**src/rtl/hct_pkg.sv**
```systemverilog
// Package for the HHMMSS countdown timer: command codes, BCD state type,
// digit positions and the helper functions used by the datapath modules.
// No dependencies.
package hct_pkg;

    localparam int NUM_DIGITS = 6;
    localparam int VALUE_W    = 20;
    localparam int SEG_W      = 7;

    localparam int IDX_SEC_ONES  = 0;
    localparam int IDX_SEC_TENS  = 1;
    localparam int IDX_MIN_ONES  = 2;
    localparam int IDX_MIN_TENS  = 3;
    localparam int IDX_HOUR_ONES = 4;
    localparam int IDX_HOUR_TENS = 5;

    typedef logic [3:0]       bcd_t;
    typedef logic [SEG_W-1:0] seg_t;

    typedef enum logic [1:0] {
        CMD_DIGIT = 2'd0,
        CMD_STOP  = 2'd1,
        CMD_START = 2'd2,
        CMD_TICK  = 2'd3
    } cmd_t;

    typedef struct packed {
        bcd_t [NUM_DIGITS-1:0] digits;
        logic                  run;
    } hct_state_t;

    localparam bcd_t BCD_ZERO = 4'd0;
    localparam bcd_t BCD_FIVE = 4'd5;
    localparam bcd_t BCD_NINE = 4'd9;

    // Decimal decrement of a two-digit pair; 00 wraps to 59.
    function automatic logic [7:0] pair_dec(input bcd_t tens, input bcd_t ones);
        logic [7:0] r;
        if (ones != BCD_ZERO)
            r = {tens, ones - 4'd1};
        else if (tens != BCD_ZERO)
            r = {tens - 4'd1, BCD_NINE};
        else
            r = {BCD_FIVE, BCD_NINE};
        return r;
    endfunction

    // Two BCD digits to binary 0..99.
    function automatic logic [6:0] pair_bin(input bcd_t tens, input bcd_t ones);
        return {tens, 3'b000} + {2'b00, tens, 1'b0} + {3'b000, ones};
    endfunction

    // Segments gfedcba; codes above nine are blank.
    function automatic seg_t seg_decode(input bcd_t d);
        seg_t s;
        unique case (d)
            4'd0:    s = 7'h3F;
            4'd1:    s = 7'h06;
            4'd2:    s = 7'h5B;
            4'd3:    s = 7'h4F;
            4'd4:    s = 7'h66;
            4'd5:    s = 7'h6D;
            4'd6:    s = 7'h7D;
            4'd7:    s = 7'h07;
            4'd8:    s = 7'h7F;
            4'd9:    s = 7'h6F;
            default: s = 7'h00;
        endcase
        return s;
    endfunction

endpackage

```
**src/rtl/hct_next.sv**
```systemverilog
// Next-state logic of the countdown timer: digit entry, stop/clear, start
// and the BCD decrement with 59 borrow. Depends on hct_pkg.
module hct_next import hct_pkg::*;
(
    input  hct_state_t state,
    input  cmd_t       cmd,
    input  bcd_t       digit,
    output hct_state_t state_next,
    output logic       alarm
);

    logic       is_zero;
    logic       sec_borrow;
    logic       min_borrow;
    logic [7:0] sec_dec;
    logic [7:0] min_dec;
    logic [7:0] hour_dec;
    bcd_t [NUM_DIGITS-1:0] dec_digits;

    always_comb
    begin
        is_zero    = (state.digits == '0);
        sec_borrow = (state.digits[IDX_SEC_TENS] == BCD_ZERO) &&
                     (state.digits[IDX_SEC_ONES] == BCD_ZERO);
        min_borrow = sec_borrow &&
                     (state.digits[IDX_MIN_TENS] == BCD_ZERO) &&
                     (state.digits[IDX_MIN_ONES] == BCD_ZERO);
        sec_dec  = pair_dec(state.digits[IDX_SEC_TENS], state.digits[IDX_SEC_ONES]);
        min_dec  = pair_dec(state.digits[IDX_MIN_TENS], state.digits[IDX_MIN_ONES]);
        hour_dec = pair_dec(state.digits[IDX_HOUR_TENS], state.digits[IDX_HOUR_ONES]);

        dec_digits = state.digits;
        {dec_digits[IDX_SEC_TENS], dec_digits[IDX_SEC_ONES]} = sec_dec;
        if (sec_borrow)
        begin
            {dec_digits[IDX_MIN_TENS], dec_digits[IDX_MIN_ONES]} = min_dec;
        end
        if (min_borrow)
        begin
            {dec_digits[IDX_HOUR_TENS], dec_digits[IDX_HOUR_ONES]} = hour_dec;
        end

        state_next = state;
        alarm      = 1'b0;
        unique case (cmd)
            CMD_DIGIT:
            begin
                if (!state.run && digit <= BCD_NINE)
                begin
                    state_next.digits = {state.digits[NUM_DIGITS-2:0], digit};
                end
            end
            CMD_STOP:
            begin
                if (state.run)
                    state_next.run = 1'b0;
                else
                    state_next.digits = '0;
            end
            CMD_START:
            begin
                state_next.run = 1'b1;
            end
            CMD_TICK:
            begin
                if (state.run)
                begin
                    if (!is_zero)
                    begin
                        state_next.digits = dec_digits;
                        alarm = (dec_digits == '0);
                    end
                    else
                    begin
                        alarm = 1'b1;
                    end
                end
            end
        endcase
    end

endmodule

```
**src/rtl/hct_disp.sv**
```systemverilog
// Display and value conversion: six seven-segment patterns and the binary
// HHMMSS value from the BCD digits. Depends on hct_pkg.
module hct_disp import hct_pkg::*;
(
    input  hct_state_t           state,
    output seg_t [NUM_DIGITS-1:0] segs,
    output logic [VALUE_W-1:0]    value
);

    logic [6:0] hh;
    logic [6:0] mm;
    logic [6:0] ss;

    always_comb
    begin
        for (int i = 0; i < NUM_DIGITS; i++)
        begin
            segs[i] = seg_decode(state.digits[i]);
        end
        hh = pair_bin(state.digits[IDX_HOUR_TENS], state.digits[IDX_HOUR_ONES]);
        mm = pair_bin(state.digits[IDX_MIN_TENS], state.digits[IDX_MIN_ONES]);
        ss = pair_bin(state.digits[IDX_SEC_TENS], state.digits[IDX_SEC_ONES]);
        value = VALUE_W'(hh) * VALUE_W'(10000)
              + VALUE_W'(mm) * VALUE_W'(100)
              + VALUE_W'(ss);
    end

endmodule

```
**src/rtl/hhmmss_countdown_timer_top.sv**
```systemverilog
// HHMMSS countdown timer top level: input register, timer state, result
// register. Depends on hct_pkg, hct_next and hct_disp.
// The input register holds each command until the result register can take its result.
// Throughput: one transaction per cycle while the receiver keeps out_ready high;
// a stalled result holds the input register, and in_ready then drops.
// Reset (rst_n low, async): time cleared to zero, timer idle, both stages empty.
module hhmmss_countdown_timer_top import hct_pkg::*;
(
    input  logic                clk,
    input  logic                rst_n,
    input  logic                in_valid,
    output logic                in_ready,
    input  logic [1:0]          cmd,
    input  logic [3:0]          digit,
    output logic                out_valid,
    input  logic                out_ready,
    output logic [SEG_W-1:0]    seg_hour_tens,
    output logic [SEG_W-1:0]    seg_hour_ones,
    output logic [SEG_W-1:0]    seg_min_tens,
    output logic [SEG_W-1:0]    seg_min_ones,
    output logic [SEG_W-1:0]    seg_sec_tens,
    output logic [SEG_W-1:0]    seg_sec_ones,
    output logic [VALUE_W-1:0]  time_value,
    output logic                running,
    output logic                alarm
);

    logic                   in_valid_reg;
    cmd_t                   cmd_reg;
    bcd_t                   digit_reg;
    hct_state_t             state_reg;
    hct_state_t             state_next;
    logic                   alarm_next;
    logic                   out_valid_reg;
    seg_t [NUM_DIGITS-1:0]  segs_next;
    seg_t [NUM_DIGITS-1:0]  segs_reg;
    logic [VALUE_W-1:0]     value_next;
    logic [VALUE_W-1:0]     value_reg;
    logic                   running_reg;
    logic                   alarm_reg;
    logic                   advance;

    assign advance  = in_valid_reg && (!out_valid_reg || out_ready);
    assign in_ready = !in_valid_reg || !out_valid_reg || out_ready;

    hct_next u_next (
        .state      (state_reg),
        .cmd        (cmd_reg),
        .digit      (digit_reg),
        .state_next (state_next),
        .alarm      (alarm_next)
    );

    hct_disp u_disp (
        .state (state_next),
        .segs  (segs_next),
        .value (value_next)
    );

    always_ff @(posedge clk or negedge rst_n)
    begin
        if (!rst_n)
        begin
            in_valid_reg  <= 1'b0;
            out_valid_reg <= 1'b0;
            state_reg     <= '0;
        end
        else
        begin
            if (in_ready)
                in_valid_reg <= in_valid;
            if (advance)
            begin
                state_reg     <= state_next;
                out_valid_reg <= 1'b1;
            end
            else if (out_ready)
            begin
                out_valid_reg <= 1'b0;
            end
        end
    end

    always_ff @(posedge clk)
    begin
        if (in_valid && in_ready)
        begin
            cmd_reg   <= cmd_t'(cmd);
            digit_reg <= digit;
        end
        if (advance)
        begin
            segs_reg    <= segs_next;
            value_reg   <= value_next;
            running_reg <= state_next.run;
            alarm_reg   <= alarm_next;
        end
    end

    assign out_valid     = out_valid_reg;
    assign seg_hour_tens = segs_reg[IDX_HOUR_TENS];
    assign seg_hour_ones = segs_reg[IDX_HOUR_ONES];
    assign seg_min_tens  = segs_reg[IDX_MIN_TENS];
    assign seg_min_ones  = segs_reg[IDX_MIN_ONES];
    assign seg_sec_tens  = segs_reg[IDX_SEC_TENS];
    assign seg_sec_ones  = segs_reg[IDX_SEC_ONES];
    assign time_value    = value_reg;
    assign running       = running_reg;
    assign alarm         = alarm_reg;

endmodule

```
**config.mk**
```make
export PLATFORM = sky130hd
export DESIGN_NAME = hhmmss_countdown_timer_top
export DESIGN_NICKNAME = d
export VERILOG_FILES = /design/src/rtl/hct_pkg.sv /design/src/rtl/hct_next.sv /design/src/rtl/hct_disp.sv /design/src/rtl/hhmmss_countdown_timer_top.sv
export SDC_FILE = /design/constraint.sdc
export NUM_CORES = 1
export LEC_CHECK = 0
export BUFFER_PORTS_ARGS = -buffer_cell sky130_fd_sc_hd__buf_2
export CAP_MARGIN = 20
export CORE_MARGIN = 8
export CORE_UTILIZATION = 45
export DETAILED_ROUTE_END_ITERATION = 16
export PLACE_DENSITY_LB_ADDON = 0.05
export SYNTH_ARGS = -nofsm -noshare
export SYNTH_HDL_FRONTEND = slang
export SYNTH_SLANG_ARGS = --single-unit
export TNS_END_PERCENT = 1
```
**constraint.sdc**
```tcl
create_clock -name clk -period 14.8 [get_ports clk]
set_input_delay 0.74 -clock clk [delete_from_list [all_inputs] [get_ports clk]]
set_output_delay 0.74 -clock clk [all_outputs]
set_load 0.005 [all_outputs]
```
==> results of run 1 <==
Yosys cell counts (all sizes together), types with 20 or more instances:
| cell type | count | area (um2) |
|---|---|---|
| clkbuf | 20 | 75.1 |
| nand2 | 59 | 224 |
| dfrtp | 27 | 676 |
| ha | 146 | 1830 |
| xnor2 | 31 | 290 |
| inv | 111 | 422 |
| edfxtp | 70 | 2100 |
| mux2i | 21 | 210 |
| nor3 | 22 | 143 |
| nor2 | 43 | 180 |
| o21ai | 73 | 369 |
| a21oi | 47 | 239 |
| buf | 20 | 124 |
worst max-delay path by stage:
stage,to,cells past startpoint,from
2_1_floorplan,time_value[16]$_DFFE_PP_,31,state_reg[17]$_DFFE_PN0P_
3_3_place_gp,time_value[18]$_DFFE_PP_,30,state_reg[17]$_DFFE_PN0P_
3_5_place_dp,time_value[16]$_DFFE_PP_,28,state_reg[6]$_DFFE_PN0P_
4_1_cts,time_value[16]$_DFFE_PP_,28,state_reg[6]$_DFFE_PN0P_
5_1_grt,time_value[18]$_DFFE_PP_,28,state_reg[6]$_DFFE_PN0P_
6_report,time_value[18]$_DFFE_PP_,28,state_reg[6]$_DFFE_PN0P_
final cells by class:
class / count / share of cell area
Clock inverter: 7 / 0.00859
Multi-Input combinational cell: 696 / 0.571
Inverter: 113 / 0.0427
Tap cell: 270 / 0.0336
Clock buffer: 9 / 0.0224
Timing Repair Buffer: 85 / 0.0448
Sequential cell: 97 / 0.276
kinds of logic (layout without fill, tap and decap cells):
kind of cell,count (synthesis),after routing,share of synthesized area
mux,34,34,0.0390
flops,97,97,0.304
compound gates,247,247,0.181
fa+ha+maj,164,164,0.239
buf+inv,153,214,0.0687
simple gates,208,208,0.125
xor+xnor,43,43,0.0432
through the flow:
stage | worst slack [ps] | cells | total power [uW] | hold slack (ps) | instance area [um2]
2_1_floorplan | 7410 | 946 | 1020 | 444 | 9150
3_3_place_gp | 6120 | 1261 | 1220 | 480 | 9730
3_5_place_dp | 6010 | 1261 | 1220 | 474 | 9730
4_1_cts | 5990 | 1277 | 1480 | 445 | 10000
5_1_grt | 5410 | 1277 | 1600 | 477 | 10000
6_report | 6030 | 1277 | 1470 | 431 | 10000
per-layer routing:
metal	vias to the layer above	global-route usage	routed length (um)
met5	-	0	0
met4	0	0.0539	357
met2	160	0.271	9570
li1	3531	-	-
met3	27	0.0309	1010
met1	3349	0.255	10900
worst max-delay path: cells and delay by family, from the launching register on:
family | cells | cell delay, ps
buffers and inverters | 4 | 350
xor gates and xnor gates | 2 | 690
adders and majority gates | 10 | 3570
DFF | 1 | 510
AOI/OAI and AO/OA | 8 | 2190
and+or+nand+nor | 4 | 1180
power by group through the flow:
stage	combinational [uW]	sequential, uW	clock, uW
6_report	795	421	251
5_1_grt	902	429	268
4_1_cts	803	421	259
3_5_place_dp	796	426	0
3_3_place_gp	794	427	0
2_1_floorplan	621	404	0
==> results.md, run 1 <==
* RR Endpoint: time_value[18]$_DFFE_PP_
* Hold-fix buffers at CTS at 0
* Antenna-violating nets left at 0
* Layout Nets at 1176
* Final setup fails at 0
* Yosys cell types at 89
* Net Sw Power at 644 uW
* Worst Skew at 11.6 ps
* Hold Crit Class: input port to asynchronous set/reset pin
* Vias in the first global route at 6901
* Port-buffer cells at 75
* Syn. warnings at 0
* Share of layout cells above drive strength 1 at 0.140
* Arr. time, crit path at 8870 ps
* Register area share after synthesis at 0.304
* Startpoint Class: flip-flop
* Vias post-DR at 7067
* Pwr/cell area at 146 nW/um2
* Final Util at 0.500
* CTS root buf: clkbuf_16
* Starting Density at 0.455
* Largest net degree at the start of global routing at 50
* Mapped Nets at 1120
* CTS sink count at 97
* Final GP Congestion at 0.884
* Clock power share at 0.171
* HPWL after detailed placement at 16300 um
* CTS Buf Count at 9
* Combinational power share at 0.542
* Most prevalent standard cell on the critical path: ha_1
* Area grow syn2layout at 9.85%
* Crit path required time at 14900 ps
* Die area at 25100 um2
* Ys async rst share at 0.278
* # diodes at 0
* First-pass GRT wire length at 35800 um
* Internal at 822 uW
* Worst-margin pin slew at 1050 ps
* Multi-input gate area at 5740 um2
* Cells after synthesis at 946
* Max reg flops at 25
* Register area at 2780 um2
* Chip height at 159 um
* Flop2flop setup slack at 6030 ps
* Grt ovf at 0
* Number of flops mapped to enable cells by yosys at 70
* Synthesized cell area at 9150 um2
* Pre-Repair DR Iteration Count at 5
* H-tree levels at 3
* CTS tree: built
* Crit. End Element: flip-flop
* Final hold vios at 0
* Wirelength, routed at 21800 um
* Worst r2r src: state_reg[6]$_DFFE_PN0P_
* Sequential power share at 0.287
* Max Clk Rate at 114 MHz
* Slew Limit Fails at 0
* MaxCap Viol Count at 0
* Status: finished clean
* Fillers at 1897
* Total track usage at 0.179
* Syn Area/Cell at 9.67 um2
* Ys flop type: edfxtp_1
* PostCTS Resize Cnt at 0
* Most common cell after layout, fill and taps aside: ha_1
* Unrepaired setup endpoints after global routing: false
* Worst relative slew slack at 0.299
* Vias/cell at 5.53
* CP max-delay cell: o21ai_2
* Chip width at 159 um
* Core area at 20100 um2
* Sw Share at 0.439
* Max VDD drop at 69.4 uV
* Row cnt at 52
* Max stage delay on crit path at 680 ps
* I/O pin cnt at 76
* Leak Pwr at 0.00478 uW
* CP Class: flip-flop to flip-flop
* Initial antenna violation count at 0
* #FFs+latches synth at 97
* Initial DRC count at 412
* Clk slew on worst S/H paths at 80 ps
* CTS max path bufs at 2
* Post-CTS setup buffer count at 0
* Tmin final at 8770 ps
* Wire length per cell at 17.1 um
* Final period util at 0.592
* Crit path max fanout at 13
* Most frequent cells in the layout: ha_1 (146), inv_1 (109), buf_2 (75)
* Skew-Pair Late Insertion Delay at 360 ps
* Post-route DRC at 0
* Worst r2r path cells at 28
* Fin Setup TNS at 0 ps
Power figures use the tool's default switching activity.
==> run 2: changes to the inputs <==
ABC_AREA = 1   (was default)
clock period = 7.5 ns   (was 14.8 ns; I/O delays follow)
==> results.md, run 2 <==
* Arr. time, crit path at 7060 ps
* Max reg flops at 25
* Max stage delay on crit path at 550 ps
* Max Clk Rate at 144 MHz
* Most frequent cells in the layout: nand2_1 (260), inv_1 (157), ha_1 (142)
* Status: finished clean
* Largest net degree at the start of global routing at 64
* Port-buffer cells at 75
* CTS sink count at 97
* Final GP Congestion at 0.881
* Vias post-DR at 7586
* Final hold vios at 0
* First-pass GRT wire length at 36300 um
* Area grow syn2layout at 16.0%
* Post-Synth Adder-Cell Area at 0.239
* Area contributors post-synth: edfxtp_1 (23%), ha_1 (20%), nand2_1 (11%)
* Tmin final at 6960 ps
* GRT Max-Usage Layer: met2
* CP Class: flip-flop to flip-flop
* #FFs+latches synth at 97
* Core area at 20100 um2
* Mapped Nets at 1292
* Met2 GRT Util at 0.285
* Fillers at 1953
* Most prevalent standard cell on the critical path: nand2_1
* Most frequent cell after synthesis: nand2_1
* Skew-Pair Late Insertion Delay at 360 ps
* Final setup fails at 0
* Vias in the first global route at 7194
* Syn Area/Cell at 8.20 um2
* Post-route DRC at 0
* Startpoint Class: flip-flop
* Chip width at 159 um
* Syn. warnings at 0
* Wire length per cell at 14.4 um
* Pre-Repair DR Iteration Count at 5
* CTS root buf: clkbuf_16
* Wirelength, routed at 21900 um
* CTS Buf Count at 9
* Post-synth top area share at 0.229
* Share of layout cells above drive strength 1 at 0.192
* Hold Crit Class: input port to asynchronous set/reset pin
* CP max-delay cell: fa_1
* GRT met1 Usage at 0.232
* Synthesized cell area at 9170 um2
* Slew Limit Fails at 0
* Layout Nets at 1417
* Antenna-violating nets left at 0
* Post-synthesis xor/xnor area fraction at 0.0439
* CTS tree: built
* Number of flops mapped to enable cells by yosys at 70
* Most common cell after layout, fill and taps aside: nand2_1
* Final period util at 0.927
* Chip height at 159 um
* Worst-margin pin slew at 836 ps
* # diodes at 0
* Hold-fix buffers at CTS at 0
* Vias/cell at 5.00
* Worst Skew at 8.80 ps
* Total track usage at 0.174
* Final Util at 0.529
* Cells after synthesis at 1118
* Area share of and/or/nand/nor cells after synthesis at 0.177
* Row cnt at 52
* Complex-gate fraction of the synthesized area at 0.146
* Die area at 25200 um2
* Ys async rst share at 0.278
* Crit. End Element: flip-flop
* HPWL after detailed placement at 16600 um
* Yosys cell types at 53
* GR Layer Usage met3 at 0.0297
* Ys flop type: edfxtp_1
* Crit path max fanout at 6
* Largest area contributor in the synthesized netlist: edfxtp_1
* Top post-synthesis cells by count: nand2_1 (260), inv_1 (160), ha_1 (146)
* Worst relative slew slack at 0.442
* Crit path required time at 7600 ps
* Unrepaired setup endpoints after global routing: true
* Clk slew on worst S/H paths at 70 ps
* Grt ovf at 0
* Multiplexer share of the synthesized area at 0
* Initial DRC count at 449
* MaxCap Viol Count at 0
* Register area share after synthesis at 0.303
* I/O pin cnt at 76
* Initial antenna violation count at 0
* H-tree levels at 3
* CTS max path bufs at 2
* Largest family of logic cells by synthesized area: adder cells
* Starting Density at 0.456
-- run 2: kinds of logic after synthesis --
group | after synthesis
buf+inv | 208
flops | 97
xor+xnor | 46
fa+ha+maj | 164
compound gates | 232
simple gates | 371
-- run 2: layout make-up --
type,count,area [um2],share of cell area
repair buffers,138,861,0.0809
flip-flops and latches,97,2790,0.262
clock buffers,11,243,0.0228
multi-input cells,813,5630,0.529
well taps,270,338,0.0317
inverters,184,698,0.0656
clock inverters,5,87.6,0.00823
-- run 2: metal layers --
metal  part of all wire  up-vias
li1                   -     3961
met1               0.49     3452
met2               0.46      153
met3              0.041       20
met4              0.011        0
met5                  0        -
-- run 2: what timing repair did --
item,4_1_cts,5_1_grt
gates resized for setup,0,27
buffers inserted,0,6
endpoints found under the setup margin,0,6
endpoints found under the hold margin,0,0
-- run 2: worst max-delay path: cells and delay by family, from the launching register on --
kind            cells  cell delay [ps]
simple gates       16             1570
fa+ha+maj           9             3050
xor+xnor            2              310
buf+inv             9              650
compound gates      6              660
flops               1              450
-- run 2: final timing paths --
| kind | cells after the start | slack, ps | from | end |
|---|---|---|---|---|
| max in group asynchronous | 1 | 6970 | rst_n | state_reg[17]$_DFFE_PN0P_ |
| worst min-delay path | 1 | 60 | rst_n | state_reg[24]$_DFFE_PN0P_ |
| worst min register to register | 2 | 490 | in_valid_reg$_DFFE_PN0N_ | out_valid$_DFFE_PN0P_ |
| min in group clk | 1 | 190 | digit[2] | digit_reg[2]$_DFFE_PP_ |
| worst max-delay path | 42 | 540 | state_reg[12]$_DFFE_PN0P_ | time_value[18]$_DFFE_PP_ |
| worst max register to register | 42 | 540 | state_reg[12]$_DFFE_PN0P_ | time_value[18]$_DFFE_PP_ |
-- run 2: per-stage QoR --
| stage | setup TNS [ps] | instance area (um2) | hold WS, ps | instances | worst slack (ps) |
|---|---|---|---|---|---|
| global placement | 0 | 10200 | 456 | 1496 | 263 |
| CTS | 0 | 10500 | 72.9 | 1512 | 95.2 |
| finish | 0 | 10600 | 57.8 | 1518 | 544 |
| detailed placement | 0 | 10200 | 458 | 1496 | 140 |
| floorplan | 0 | 9170 | 79.4 | 1118 | 402 |
| global route | -21.4 | 10600 | 107 | 1518 | -21.4 |
Power of run 2 is left out: the tool's default activity adds up to more than one toggle a clock period on the data nets, which glitch-free logic cannot reach.
